$ cat config.mk
export PLATFORM = sky130hd
export DESIGN_NAME = gait_step_phase_detector_top
export DESIGN_NICKNAME = d
export VERILOG_FILES = /design/src/rtl/core/gspd_pkg.sv /design/src/rtl/core/gspd_cfg_regs.sv /design/src/rtl/core/gspd_phase_fsm.sv /design/src/rtl/core/gait_step_phase_detector_top.sv
export VERILOG_INCLUDE_DIRS = /design/src /design/src/rtl/core
export SDC_FILE = /design/constraint.sdc
export NUM_CORES = 1
export LEC_CHECK = 0
export BUFFER_PORTS_ARGS = -buffer_cell sky130_fd_sc_hd__buf_4
export CAP_MARGIN = 5
export CORE_MARGIN = 2
export CORE_UTILIZATION = 59
export CTS_CLUSTER_SIZE = 14
export DETAILED_ROUTE_END_ITERATION = 6
export HOLD_SLACK_MARGIN = 0.08
export PLACE_DENSITY = 0.77
export SETUP_SLACK_MARGIN = 0.5
export SLEW_MARGIN = 20
export SYNTH_ARGS = -nofsm -noshare
export SYNTH_HDL_FRONTEND = slang
export SYNTH_SLANG_ARGS = --single-unit
export TNS_END_PERCENT = 10
$ cat constraint.sdc
create_clock -name clk -period 4.23 [get_ports clk]
set_clock_uncertainty 0.1 [all_clocks]
set_input_delay 0.2115 -clock clk [delete_from_list [all_inputs] [get_ports clk]]
set_output_delay 0.2115 -clock clk [all_outputs]
set_load 0.05 [all_outputs]
$ cat src/rtl/core/gait_step_phase_detector_top_assert.svh
// assertion macros for the gait step phase detector rtl
`ifndef GAIT_STEP_PHASE_DETECTOR_TOP_ASSERT_SVH
`define GAIT_STEP_PHASE_DETECTOR_TOP_ASSERT_SVH

// same-cycle implication, checked on clk, off while rst_n is low
`define GSPD_ASSERT_IMPL(label, ante, cons, msg) \
    label: assert property (@(posedge clk) disable iff (!rst_n) (ante) |-> (cons)) \
        else $error(msg);

// next-cycle implication, checked on clk, off while rst_n is low
`define GSPD_ASSERT_NEXT(label, ante, cons, msg) \
    label: assert property (@(posedge clk) disable iff (!rst_n) (ante) |=> (cons)) \
        else $error(msg);

`endif

$ cat src/rtl/core/gspd_pkg.sv
// types and constants of the gait step phase detector
package gspd_pkg;

    localparam int SAMPLE_BITS    = 16;
    localparam int COUNT_BITS     = 16;
    localparam int SIGN_BITS      = 2;
    localparam int CFG_INDEX_BITS = 2;
    localparam int CFG_DATA_BITS  = SAMPLE_BITS;

    localparam logic [CFG_INDEX_BITS-1:0] REG_SWING_THR = 2'd0;
    localparam logic [CFG_INDEX_BITS-1:0] REG_GOOD_THR  = 2'd1;

    typedef enum logic [2:0] {
        PH_LOOK      = 3'd0,
        PH_SWING     = 3'd1,
        PH_POTENTIAL = 3'd2,
        PH_STRIKE    = 3'd3,
        PH_FLAT      = 3'd4,
        PH_HEELOFF   = 3'd5
    } phase_t;

    typedef struct packed {
        logic signed [SAMPLE_BITS-1:0] swing_threshold;
        logic signed [SAMPLE_BITS-1:0] good_threshold;
    } cfg_t;

    typedef struct packed {
        phase_t                        phase;
        logic                          beep;
        logic [COUNT_BITS-1:0]         steps_seen;
        logic [COUNT_BITS-1:0]         good_steps;
        logic signed [SAMPLE_BITS-1:0] peak_swing;
        logic signed [SAMPLE_BITS-1:0] valley_min;
    } result_t;

endpackage

$ cat src/rtl/core/gspd_cfg_regs.sv
// threshold configuration registers
module gspd_cfg_regs (
    input  logic                                 clk,
    input  logic                                 rst_n,
    input  logic                                 cfg_we,
    input  logic [gspd_pkg::CFG_INDEX_BITS-1:0]  cfg_index,
    input  logic [gspd_pkg::CFG_DATA_BITS-1:0]   cfg_data,
    output gspd_pkg::cfg_t                       cfg
);

    gspd_pkg::cfg_t cfg_reg;
    gspd_pkg::cfg_t cfg_next;

    always_comb
    begin
        cfg_next = cfg_reg;
        if (cfg_we)
        begin
            unique case (cfg_index)
                gspd_pkg::REG_SWING_THR: cfg_next.swing_threshold = $signed(cfg_data);
                gspd_pkg::REG_GOOD_THR:  cfg_next.good_threshold  = $signed(cfg_data);
                default:                 cfg_next = cfg_reg;
            endcase
        end
    end

    always_ff @(posedge clk or negedge rst_n)
    begin
        if (!rst_n)
        begin
            cfg_reg <= '0;
        end
        else
        begin
            cfg_reg <= cfg_next;
        end
    end

    assign cfg = cfg_reg;

endmodule

$ cat src/rtl/core/gspd_phase_fsm.sv
// gait phase machine with swing, valley and lift trackers and step counters
`include "gait_step_phase_detector_top_assert.svh"

module gspd_phase_fsm (
    input  logic                                 clk,
    input  logic                                 rst_n,
    input  logic                                 step_en,
    input  logic signed [gspd_pkg::SAMPLE_BITS-1:0] sample,
    input  logic [gspd_pkg::SIGN_BITS-1:0]       peak_sign,
    input  gspd_pkg::cfg_t                       cfg,
    output gspd_pkg::result_t                    result
);

    gspd_pkg::phase_t                        phase_reg;
    gspd_pkg::phase_t                        phase_next;
    logic signed [gspd_pkg::SAMPLE_BITS-1:0] swing_max_reg;
    logic signed [gspd_pkg::SAMPLE_BITS-1:0] swing_max_next;
    logic signed [gspd_pkg::SAMPLE_BITS-1:0] heel_valley_reg;
    logic signed [gspd_pkg::SAMPLE_BITS-1:0] heel_valley_next;
    logic signed [gspd_pkg::SAMPLE_BITS-1:0] lift_min_reg;
    logic signed [gspd_pkg::SAMPLE_BITS-1:0] lift_min_next;
    logic                                    first_under_reg;
    logic                                    first_under_next;
    logic                                    armed_reg;
    logic                                    armed_next;
    logic [gspd_pkg::COUNT_BITS-1:0]         step_cnt_reg;
    logic [gspd_pkg::COUNT_BITS-1:0]         step_cnt_next;
    logic [gspd_pkg::COUNT_BITS-1:0]         good_cnt_reg;
    logic [gspd_pkg::COUNT_BITS-1:0]         good_cnt_next;
    logic                                    beep_next;

    logic sign_neg;
    logic sign_pos;
    logic sample_neg;
    logic sample_pos;

    assign sign_neg   = peak_sign[gspd_pkg::SIGN_BITS-1];
    assign sign_pos   = !peak_sign[gspd_pkg::SIGN_BITS-1] && (|peak_sign);
    assign sample_neg = sample[gspd_pkg::SAMPLE_BITS-1];
    assign sample_pos = !sample[gspd_pkg::SAMPLE_BITS-1] && (|sample);

    // next phase
    always_comb
    begin
        phase_next = phase_reg;
        unique case (phase_reg)
            gspd_pkg::PH_LOOK:
            begin
                if (sign_pos && (sample > cfg.swing_threshold))
                    phase_next = gspd_pkg::PH_SWING;
            end
            gspd_pkg::PH_SWING:
            begin
                if (!sign_pos && sample_neg && sign_neg)
                    phase_next = gspd_pkg::PH_STRIKE;
            end
            gspd_pkg::PH_POTENTIAL:
            begin
                if (!sign_neg && sample_pos)
                    phase_next = gspd_pkg::PH_SWING;
                else
                    phase_next = gspd_pkg::PH_STRIKE;
            end
            gspd_pkg::PH_STRIKE:
            begin
                if (!sign_neg)
                    phase_next = gspd_pkg::PH_FLAT;
            end
            gspd_pkg::PH_FLAT:
            begin
                if (sign_neg)
                    phase_next = gspd_pkg::PH_HEELOFF;
            end
            gspd_pkg::PH_HEELOFF:
            begin
                if (sign_pos)
                    phase_next = gspd_pkg::PH_LOOK;
            end
            default:
            begin
                phase_next = gspd_pkg::PH_LOOK;
            end
        endcase
    end

    // trackers, counters and beep
    always_comb
    begin
        swing_max_next   = swing_max_reg;
        heel_valley_next = heel_valley_reg;
        lift_min_next    = lift_min_reg;
        first_under_next = first_under_reg;
        armed_next       = armed_reg;
        step_cnt_next    = step_cnt_reg;
        good_cnt_next    = good_cnt_reg;
        beep_next        = 1'b0;
        unique case (phase_reg)
            gspd_pkg::PH_LOOK:
            begin
                first_under_next = 1'b1;
                armed_next       = 1'b1;
                if (sign_pos && (sample > cfg.swing_threshold))
                    swing_max_next = sample;
            end
            gspd_pkg::PH_SWING:
            begin
                if (sign_pos && (sample > swing_max_reg))
                    swing_max_next = sample;
            end
            gspd_pkg::PH_POTENTIAL:
            begin
                if (!(!sign_neg && sample_pos))
                    heel_valley_next = sample;
            end
            gspd_pkg::PH_STRIKE:
            begin
                if (first_under_reg)
                begin
                    step_cnt_next    = step_cnt_reg + 1'b1;
                    first_under_next = 1'b0;
                end
                if (sign_neg)
                begin
                    if (sample < heel_valley_reg)
                        heel_valley_next = sample;
                    if ((sample < cfg.good_threshold) && armed_reg)
                    begin
                        good_cnt_next = good_cnt_reg + 1'b1;
                        armed_next    = 1'b0;
                        beep_next     = 1'b1;
                    end
                end
                else
                begin
                    heel_valley_next = '0;
                end
            end
            gspd_pkg::PH_FLAT:
            begin
                lift_min_next = lift_min_reg;
            end
            gspd_pkg::PH_HEELOFF:
            begin
                if (sign_pos)
                    lift_min_next = '0;
                else if (sample < lift_min_reg)
                    lift_min_next = sample;
            end
            default:
            begin
                lift_min_next = lift_min_reg;
            end
        endcase
    end

    always_ff @(posedge clk or negedge rst_n)
    begin
        if (!rst_n)
        begin
            phase_reg       <= gspd_pkg::PH_LOOK;
            swing_max_reg   <= '0;
            heel_valley_reg <= '0;
            lift_min_reg    <= '0;
            first_under_reg <= 1'b0;
            armed_reg       <= 1'b0;
            step_cnt_reg    <= '0;
            good_cnt_reg    <= '0;
        end
        else if (step_en)
        begin
            phase_reg       <= phase_next;
            swing_max_reg   <= swing_max_next;
            heel_valley_reg <= heel_valley_next;
            lift_min_reg    <= lift_min_next;
            first_under_reg <= first_under_next;
            armed_reg       <= armed_next;
            step_cnt_reg    <= step_cnt_next;
            good_cnt_reg    <= good_cnt_next;
        end
    end

    assign result.phase      = phase_next;
    assign result.beep       = beep_next;
    assign result.steps_seen = step_cnt_next;
    assign result.good_steps = good_cnt_next;
    assign result.peak_swing = swing_max_next;
    assign result.valley_min = heel_valley_next;

    `GSPD_ASSERT_IMPL(a_beep_from_armed_strike, step_en && beep_next,
        (phase_reg == gspd_pkg::PH_STRIKE) && armed_reg, "beep outside an armed heel strike")
    `GSPD_ASSERT_IMPL(a_good_cnt_with_beep, step_en && (good_cnt_next != good_cnt_reg),
        beep_next, "good step counted without beep")
    `GSPD_ASSERT_IMPL(a_valley_zero_off_strike, phase_reg != gspd_pkg::PH_STRIKE,
        heel_valley_reg == '0, "valley tracker nonzero outside heel strike")
    `GSPD_ASSERT_NEXT(a_hold_when_idle, !step_en,
        $stable(phase_reg) && $stable(step_cnt_reg) && $stable(good_cnt_reg),
        "state changed without a step")

endmodule

$ cat src/rtl/core/gait_step_phase_detector_top.sv
// top level of the gait step phase detector: input register, phase machine, result register
//
//   port group  | direction | contents
//   ------------+-----------+---------------------------------------------------
//   in          | sink      | in_valid, in_stall, sample, peak_sign
//   out         | source    | out_valid, out_stall, phase, beep, steps_seen,
//               |           | good_steps, peak_swing, valley_min
//   cfg         | sink      | cfg_we, cfg_index, cfg_data (write only)
//
// one transfer per cycle sustained while out_stall is low; the phase machine steps once per item
// after the input transfer an item is held in the input register, then in the result register;
// out_valid rises when the item reaches the result register
// in_stall rises only when the input register holds an item and the result register is
// full and stalled, so a waiting result does not block the next input transfer
// reset clears the phase machine, trackers, counters, thresholds and valid flags

module gait_step_phase_detector_top (
    input  logic                                    clk,
    input  logic                                    rst_n,
    input  logic                                    in_valid,
    output logic                                    in_stall,
    input  logic signed [gspd_pkg::SAMPLE_BITS-1:0] sample,
    input  logic signed [gspd_pkg::SIGN_BITS-1:0]   peak_sign,
    output logic                                    out_valid,
    input  logic                                    out_stall,
    output logic [2:0]                              phase,
    output logic                                    beep,
    output logic [gspd_pkg::COUNT_BITS-1:0]         steps_seen,
    output logic [gspd_pkg::COUNT_BITS-1:0]         good_steps,
    output logic signed [gspd_pkg::SAMPLE_BITS-1:0] peak_swing,
    output logic signed [gspd_pkg::SAMPLE_BITS-1:0] valley_min,
    input  logic                                    cfg_we,
    input  logic [gspd_pkg::CFG_INDEX_BITS-1:0]     cfg_index,
    input  logic [gspd_pkg::CFG_DATA_BITS-1:0]      cfg_data
);

    logic                                    in_valid_reg;
    logic                                    in_valid_next;
    logic signed [gspd_pkg::SAMPLE_BITS-1:0] sample_reg;
    logic [gspd_pkg::SIGN_BITS-1:0]          sign_reg;
    logic                                    out_valid_reg;
    logic                                    out_valid_next;
    gspd_pkg::result_t                       result_reg;
    gspd_pkg::result_t                       result;
    gspd_pkg::cfg_t                          cfg;
    logic                                    advance;
    logic                                    in_take;

    gspd_cfg_regs u_cfg (
        .clk       (clk),
        .rst_n     (rst_n),
        .cfg_we    (cfg_we),
        .cfg_index (cfg_index),
        .cfg_data  (cfg_data),
        .cfg       (cfg)
    );

    gspd_phase_fsm u_fsm (
        .clk       (clk),
        .rst_n     (rst_n),
        .step_en   (advance),
        .sample    (sample_reg),
        .peak_sign (sign_reg),
        .cfg       (cfg),
        .result    (result)
    );

    // input register moves on when the result register is empty or draining
    assign advance  = in_valid_reg && (!out_valid_reg || !out_stall);
    assign in_stall = in_valid_reg && !advance;
    assign in_take  = in_valid && !in_stall;

    assign in_valid_next  = in_take || (in_valid_reg && !advance);
    assign out_valid_next = advance || (out_valid_reg && out_stall);

    always_ff @(posedge clk or negedge rst_n)
    begin
        if (!rst_n)
        begin
            in_valid_reg  <= 1'b0;
            out_valid_reg <= 1'b0;
        end
        else
        begin
            in_valid_reg  <= in_valid_next;
            out_valid_reg <= out_valid_next;
        end
    end

    always_ff @(posedge clk)
    begin
        if (in_take)
        begin
            sample_reg <= sample;
            sign_reg   <= peak_sign;
        end
        if (advance)
        begin
            result_reg <= result;
        end
    end

    assign out_valid  = out_valid_reg;
    assign phase      = result_reg.phase;
    assign beep       = result_reg.beep;
    assign steps_seen = result_reg.steps_seen;
    assign good_steps = result_reg.good_steps;
    assign peak_swing = result_reg.peak_swing;
    assign valley_min = result_reg.valley_min;

endmodule
==> impl_results.md, run 1 <==
- Status: finished clean
- Die height: 133.2 um
- Vias per cell: about 5.8
- VDD IR-drop max: approximately 0.34 mV
- RR Startpoint: sample_reg[6]$_DFFE_PP_
- First-pass GRT wire length: around 37 mm
- Hold Path End: u_cfg.cfg[28]$_DFFE_PN0P_
- Final instance area: 11890 um^2
- WS Path Type: reg2reg
- Die Area: 17750 um^2
- Final Hold Violating Endpoints: 0
- Die X: 133.2 um
- Drt initial violations: ~570
- Hold Crit Start: cfg_index[1]
- CTS root buf: clkbuf_16
- Async SR Flop Fraction: 54.50%
- Util after Layout: 72.23%
- Routed WL: 22.86 mm
- Yosys top cell area share: 26.21%
- Crit-path max FO: 16
- Final setup vio count: 0
- Routability-driven placement congestion ratio: 0.8728
- Peak Freq: 0.3057 GHz
- Count leader, synth: dfrtp_1
- Comb power frac: 36.1%
- Remaining routing DRC violations: 0
- Setup TNS: 0 ns
- Int Power: 4413 uW
- Sequential share of power: 39.2%
- IO buf count: 110
- Lkg Pwr: 0.005297 uW
- Rel. slew slack: between 30% and 40%
- Final min period: 3.272 ns
- # rows: 47
- Post-DRT Antenna Nets: 0
- Worst reg2reg path endpoint: peak_swing[10]$_DFFE_PP_
- Num CTS Buffers: 17
- Ys Warns: 0
- Final Cycle Share: 77.34%
- Diodes inserted: 0
- Clock power frac: 24.7%
- Worst min path class: in2reg
- Io pins: 111
- Post-synthesis cell area: 9854 um^2
- Sw frac: 36.10%
- Worst Hold Path Cells: 4
- RSZ-0062 raised after global routing: false
- Vias in the first global route: 7368
- Max Cap Viol: 0
- Synth top area cells: edfxtp_1 26%, dfrtp_1 26%, ha_1 8.1%, mux2_2 4.7%, xnor2_1 3.5%
- Nets: around 1100
- Post-synth EDFFs: 86
- Avg Cell Area, Syn: roughly 11 um^2
- Clock sink count: about 190
- Vias: 7235
- Arrival @ worst endpoint: 3.36 ns
- Initial antenna violation count: 0
- Critical path startpoint category: flip-flop
- Synthesized Nets: 975
- Layout cells sized above 1: 20.74%
- Netlist cell types: 60
- CTS tree: done
- Flops & latches, synth: 189
- Pins Over Slew Limit: 0
- Yosys top cell by area: edfxtp_1
- Largest net degree at the start of global routing: 73
- Cell count of the worst reg-to-reg path: 9
- # resized after CTS: 0
- Clock H-tree levels: 4
- Sequential area share after synthesis: 52.36%
- Slew @ Worst Pin: 0.9738 ns
- Psw: 2493 uW
- Clock transition at the registers of the reported paths: 0.07 ns
- P&R area growth vs syn: 20.70%
- Cell Pwr Density: 580.7 nW/um^2
- Most frequent cells after synthesis: 103 x dfrtp_1, 86 x edfxtp_1, 79 x nand2_1, 69 x inv_1, 64 x ha_1
- Worst-Skew Late Latency: 0.44 ns
- Clk buf depth: 2
- Top_reg_cell synth: dfrtp_1
- Setup crit end kind: flip-flop
- Total GRT Usage: 27.10%
- Worst hold slack: around 0.21 ns
- Area after DPL: 10880 um^2
- DP Wirelength: ~15 mm
- Grt total ovfl: 0
- Worst path required time: 4.31 ns
- Drt wl/cell: approximately 18 um
- Total power: 6907 uW
- Core Region: ~16000 um^2
- Largest register FFs: 32
- Syn Inst Count: 870
- Initial core utilization: 59.85%
- Reg2reg setup slack: 0.96 ns
- Drt first pass iters: 5
## critical path, cell delays in order (launching register included)
cell	delay (ns)
edfxtp_1	0.61
ha_1	0.42
nand4_1	0.13
or4_1	0.55
nand3_1	0.14
nor2_1	0.05
mux2i_1	0.17
o41a_1	0.18
buf_4	0.29
mux2_2	0.37
## worst max-delay path by stage
stage / start / end / cells after the start / slack [ns]
final: sample_reg[6]$_DFFE_PP_ / peak_swing[10]$_DFFE_PP_ / 9 / 0.96
after global routing: sample_reg[13]$_DFFE_PP_ / good_steps[1]$_DFFE_PP_ / 8 / 0.70
after CTS: sample_reg[13]$_DFFE_PP_ / good_steps[1]$_DFFE_PP_ / 8 / 0.95
after detailed placement: sample_reg[11]$_DFFE_PP_ / peak_swing[5]$_DFFE_PP_ / 9 / 0.98
after global placement: sample_reg[13]$_DFFE_PP_ / good_steps[1]$_DFFE_PP_ / 8 / 1.06
after floorplan: out_valid$_DFF_PN0_ / u_fsm.armed_reg$_DFFE_PN0P_ / 6 / 0.53
## stage by stage
step | std cells | setup WS, ns
6_report | 1247 | 0.9585
3_5_place_dp | 1177 | 0.9759
5_1_grt | 1247 | 0.6993
2_1_floorplan | 870 | 0.5296
4_1_cts | 1247 | 0.9532
3_3_place_gp | 1177 | 1.061
## power by group through the flow
stage	sequential, uW	combinational, uW	clock (uW)
after floorplan	3100	1370	0
after global placement	2720	2380	0
after detailed placement	2730	2430	0
after CTS	2700	2480	1730
after global routing	2750	2720	1790
final	2710	2490	1710
## layer usage
layer  share of wire [%]  up-vias  track usage [%]
li1                    -     3405                -
met1                  42     3527            35.97
met3                 6.6       48            5.137
met5                   0        -                0
met4                 2.1        0            10.40
met2                  49      255            44.70
## cells by family after synthesis
| kind of cell | share of synthesized area (%) |
|---|---|
| and+or+nand+nor | 11.05 |
| DFF | 52.36 |
| AOI/OAI and AO/OA | 10.72 |
| buffers and inverters | 4.431 |
| muxes | 7.986 |
| adders and majority gates | 8.126 |
| xor gates and xnor gates | 5.333 |
## final cells by class
class / instances / area, um^2
Clock buffer: 19 / 442.9
Clock inverter: 13 / 186.4
Multi-Input combinational cell: 577 / 4264
Inverter: 70 / 264.0
Timing Repair Buffer: 159 / 1301
Tap cell: 220 / 275.3
Sequential cell: 189 / 5160
Fill cell: 1173 / 4572
## layout by cell type (no fill, tap or decap), drive strengths merged, types with 3 or more instances in the layout
cell type,instances
a2bb2oi,28
inv,71
xnor2,39
edfxtp,86
o211ai,5
nand2,79
nand4,24
a31oi,3
xor2,21
nor3,13
and4,4
nand2b,10
dfrtp,103
and3,13
ha,64
mux2i,19
a211oi,4
mux2,50
a21oi,61
nor2b,5
bufinv,4
o21ai,44
nor2,31
dlygate4sd3,38
clkbuf,19
nor4,3
clkinv,7
nand3,23
a2111oi,4
and2,7
buf,121
## timing repair
| item | CTS | global route |
|---|---|---|
| buffers inserted | 0 | 0 |
| hold buffers | 38 | 0 |
| endpoints found under the hold margin | 123 | 0 |
Power figures use the tool's default switching activity.
==> run 2: changes to the inputs <==
--- a/config.mk
+++ b/config.mk
@@ -6,14 +6,15 @@
 export SDC_FILE = /design/constraint.sdc
 export NUM_CORES = 1
 export LEC_CHECK = 0
+export ABC_AREA = 1
 export BUFFER_PORTS_ARGS = -buffer_cell sky130_fd_sc_hd__buf_4
 export CAP_MARGIN = 5
 export CORE_MARGIN = 2
-export CORE_UTILIZATION = 59
+export CORE_UTILIZATION = 60
 export CTS_CLUSTER_SIZE = 14
 export DETAILED_ROUTE_END_ITERATION = 6
 export HOLD_SLACK_MARGIN = 0.08
-export PLACE_DENSITY = 0.77
+export PLACE_DENSITY = 0.78
 export SETUP_SLACK_MARGIN = 0.5
 export SLEW_MARGIN = 20
 export SYNTH_ARGS = -nofsm -noshare
==> constraint.sdc (replaced) <==
create_clock -name clk -period 3.2 [get_ports clk]
set_clock_uncertainty 0.1 [all_clocks]
set_input_delay 0.16 -clock clk [delete_from_list [all_inputs] [get_ports clk]]
set_output_delay 0.16 -clock clk [all_outputs]
set_load 0.05 [all_outputs]
==> run 2 against run 1 <==
Against the previous run: via count up 26%; critical path depth up 6; critical path type unchanged; clock power up 23%; count of clock-buffer cells in the layout down 2; worst setup slack worse by 0.39 ns; largest cell class unchanged; area after synthesis up 7.5%; largest power group is now combinational cells.
==> impl_results.md, run 2 <==
- Status: finished clean (unchanged)
- Layout fillers: 1232 (was 1173)
- Routability-driven placement congestion ratio: 0.9398 (was 0.8728)
- Vias per cell: 5.552 (was 5.802)
- Flops & latches, synth: 189 (unchanged)
- Clock H-tree levels: 4 (unchanged)
- Rel. slew slack: 40.69% (was 35.08%)
- Post-DRT Antenna Nets: 0 (unchanged)
- Family with the most delay on the worst path: simple AND/OR/NAND/NOR gates (unchanged)
- Remaining routing DRC violations: 0 (unchanged)
- RSZ-0062 raised after global routing: true (was false)
- Post-synth EDFFs: 86 (unchanged)
- Worst path required time: 3.28 ns (was 4.31 ns)
- Post-synthesis cell area: 10590 um^2 (was 9854 um^2)
- Most frequent cells in the layout: 387 x nand2_1, 156 x inv_1, 149 x nand3_1 (was 120 x buf_4, 103 x dfrtp_1, 86 x edfxtp_1)
- IO buf count: 110 (unchanged)
- Io pins: 111 (unchanged)
- Initial antenna violation count: 0 (unchanged)
- Final critical-path setup slack: 0.5719 ns (was 0.9585 ns)
- Final setup vio count: 0 (unchanged)
- Compound-Gate Fraction of Synth Area: 7.005% (was 10.72%)
- Synthesized Nets: 1354 (was 975)
- Final min period: 2.628 ns (was 3.272 ns)
- Drt first pass iters: 6 (was 5)
- Vias in the first global route: 8331 (was 7368)
- Synth top area cells: edfxtp_1 24%, dfrtp_1 24%, nand2_1 14%, ha_1 7.6%, nand3_1 7.1% (was edfxtp_1 26%, dfrtp_1 26%, ha_1 8.1%, mux2_2 4.7%, xnor2_1 3.5%)
- VDD IR-drop max: 0.4793 mV (was 0.3449 mV)
- Die Area: 18730 um^2 (was 17750 um^2)
- DP Wirelength: 17.81 mm (was 15.04 mm)
- Setup crit end kind: flip-flop (unchanged)
- Largest net degree at the start of global routing: 63 (was 73)
- Worst min path class: in2async (was in2reg)
- Largest family of logic cells by synthesized area: simple AND/OR/NAND/NOR gates (unchanged)
- First-pass GRT wire length: 41.30 mm (was 37.33 mm)
- Largest register FFs: 32 (unchanged)
- Vias: 9139 (was 7235)
- CTS tree: done (unchanged)
- Most common cell after layout, fill and taps aside: nand2_1 (was buf_4)
- Reg2reg setup slack: 0.57 ns (was 0.96 ns)
- Top_reg_cell synth: dfrtp_1 (unchanged)
- Clock transition at the registers of the reported paths: 0.08 ns (was 0.07 ns)
- Final Hold Violating Endpoints: 0 (unchanged)
- Num CTS Buffers: 17 (unchanged)
- Mux contribution to synthesized area: 0% (was 7.986%)
- Synth Area in XOR/XNOR: 1.158% (was 5.333%)
- # rows: 48 (was 47)
- Routed WL: 25.92 mm (was 22.86 mm)
- Syn Inst Count: 1249 (was 870)
- Diodes inserted: 0 (unchanged)
- Die X: 136.9 um (was 133.2 um)
- Yosys top cell area share: 24.38% (was 26.21%)
- Cell Pwr Density: 760.6 nW/um^2 (was 580.7 nW/um^2)
- Async SR Flop Fraction: 54.50% (unchanged)
- WS Path Type: reg2reg (unchanged)
- Slew @ Worst Pin: 0.8875 ns (was 0.9738 ns)
- Pre-CTS WS: 0.4553 ns (was 0.9759 ns)
- Die height: 136.9 um (was 133.2 um)
- Post-Synth Adder-Cell Area: 7.561% (was 8.126%)
- Post-Synth Simple-Gate Area: 27.69% (was 11.05%)
- Sequential area share after synthesis: 48.72% (was 52.36%)
- Final Cycle Share: 82.13% (was 77.34%)
- Clock sink count: 189 (unchanged)
- Worst Path Buf+Inv: 3 (was 1)
- Layout cells sized above 1: 16.75% (was 20.74%)
- Clk buf depth: 2 (unchanged)
- Grt total ovfl: 0 (unchanged)
- Worst-Skew Late Latency: 0.45 ns (was 0.44 ns)
- Max Cap Viol: 0 (unchanged)
- Worst path max stage delay: 0.51 ns (was 0.61 ns)
- Initial core utilization: 61.23% (was 59.85%)
- Pins Over Slew Limit: 0 (unchanged)
- Most frequent cells after synthesis: 390 x nand2_1, 156 x inv_1, 150 x nand3_1, 103 x dfrtp_1, 86 x edfxtp_1 (was 103 x dfrtp_1, 86 x edfxtp_1, 79 x nand2_1, 69 x inv_1, 64 x ha_1)
- Drt wl/cell: 15.75 um (was 18.33 um)
- P&R area growth vs syn: 21.23% (was 20.70%)
- Nets: 1513 (was 1119)
- Peak Freq: 0.3805 GHz (was 0.3057 GHz)
- Slowest stage cell, crit path: edfxtp_1 (unchanged)
- Count leader, synth: nand2_1 (was dfrtp_1)
- Setup TNS: 0 ns (unchanged)
- Avg Cell Area, Syn: 8.480 um^2 (was 11.33 um^2)
- Ys Warns: 0 (unchanged)
- Total GRT Usage: 28.42% (was 27.10%)
- Arrival @ worst endpoint: 2.71 ns (was 3.36 ns)
- Core Region: 17300 um^2 (was 16470 um^2)
- Netlist cell types: 44 (was 60)
- Yosys top cell by area: edfxtp_1 (unchanged)
- Worst-path cell chain: buf_4, ha_1, nand2_1, nand2_1, nand3_1, nand2_1, nand2_1, nand2_1, nor2_2, a21oi_4, buf_4, buf_4, nand3_1, nand3_1, nand3_1 (was ha_1, nand4_1, or4_1, nand3_1, nor2_1, mux2i_1, o41a_1, buf_4, mux2_2)
- Crit-path max FO: 6 (was 16)
- CTS root buf: clkbuf_16 (unchanged)
- CP dominant cell by count: nand2_1
- Lkg Pwr: 0.006330 uW (was 0.005297 uW)
- Drt initial violations: 1054 (was 572)
- Critical path startpoint category: flip-flop (unchanged)
-- run 2: worst paths after layout --
kind,startpoint,end,depth (start not counted)
worst min register to register,u_cfg.cfg[26]$_DFFE_PN0P_,u_cfg.cfg[26]$_DFFE_PN0P_,2
max in group asynchronous,rst_n,u_fsm.good_cnt_reg[11]$_DFFE_PN0P_,3
worst min-delay path,rst_n,u_cfg.cfg[2]$_DFFE_PN0P_,2
worst max register to register,sample_reg[9]$_DFFE_PP_,peak_swing[2]$_DFFE_PP_,15
min in group clk,cfg_index[1],u_cfg.cfg[13]$_DFFE_PN0P_,4
worst max-delay path,sample_reg[9]$_DFFE_PP_,peak_swing[2]$_DFFE_PP_,15
-- run 2: through the flow --
step / area (um^2) / util, % / hold WS [ns] / total power [uW] / cells
floorplan: 10600 / - / -0.2356 / 6417 / 1249
global placement: 11640 / 67.29 / 0.1061 / 7345 / 1560
detailed placement: 11640 / 67.29 / 0.1009 / 7473 / 1560
CTS: 12630 / 73.00 / 0.1713 / 9631 / 1631
global route: 12840 / 74.23 / 0.2081 / 10340 / 1646
finish: 12840 / 74.23 / 0.1540 / 9766 / 1646
-- run 2: power by group --
part | switching, uW | internal, uW
sequential | 375 | 3230
combinational | 2770 | 1280
clock | 1050 | 1050
total | 4200 | 5560
-- run 2: what timing repair did --
action	4_1_cts	5_1_grt
endpoints found under the hold margin	95	0
gates resized for setup	1	16
pin swaps	0	3
endpoints found under the setup margin	4	86
hold buffers	38	0
buffers inserted	1	14
-- run 2: final cells by class --
type	instances	area, um^2	share of cell area [%]
inverters	170	645.6	5.028
repair buffers	179	1484	11.56
clock buffers	17	425.4	3.313
flip-flops and latches	189	5160	40.19
clock inverters	15	168.9	1.316
multi-input cells	851	4674	36.41
well taps	225	281.5	2.193
-- run 2: cell families (layout without fill, tap and decap cells) --
family,after synthesis,after routing
flip-flops,189,189
AO/OA/AOI/OAI,129,129
buffers and inverters,209,381
XOR/XNOR,14,14
AND/OR/NAND/NOR,644,644
adder cells (fa/ha/maj),64,64
-- run 2: metal layers --
layer / GRT usage, % / share of wire [%] / vias to the layer above
met3: 4.259 / 6.1 / 53
met4: 11.00 / 2.6 / 0
met2: 45.92 / 49 / 383
met1: 38.96 / 43 / 4273
li1: - / - / 4430
met5: 0 / 0 / -
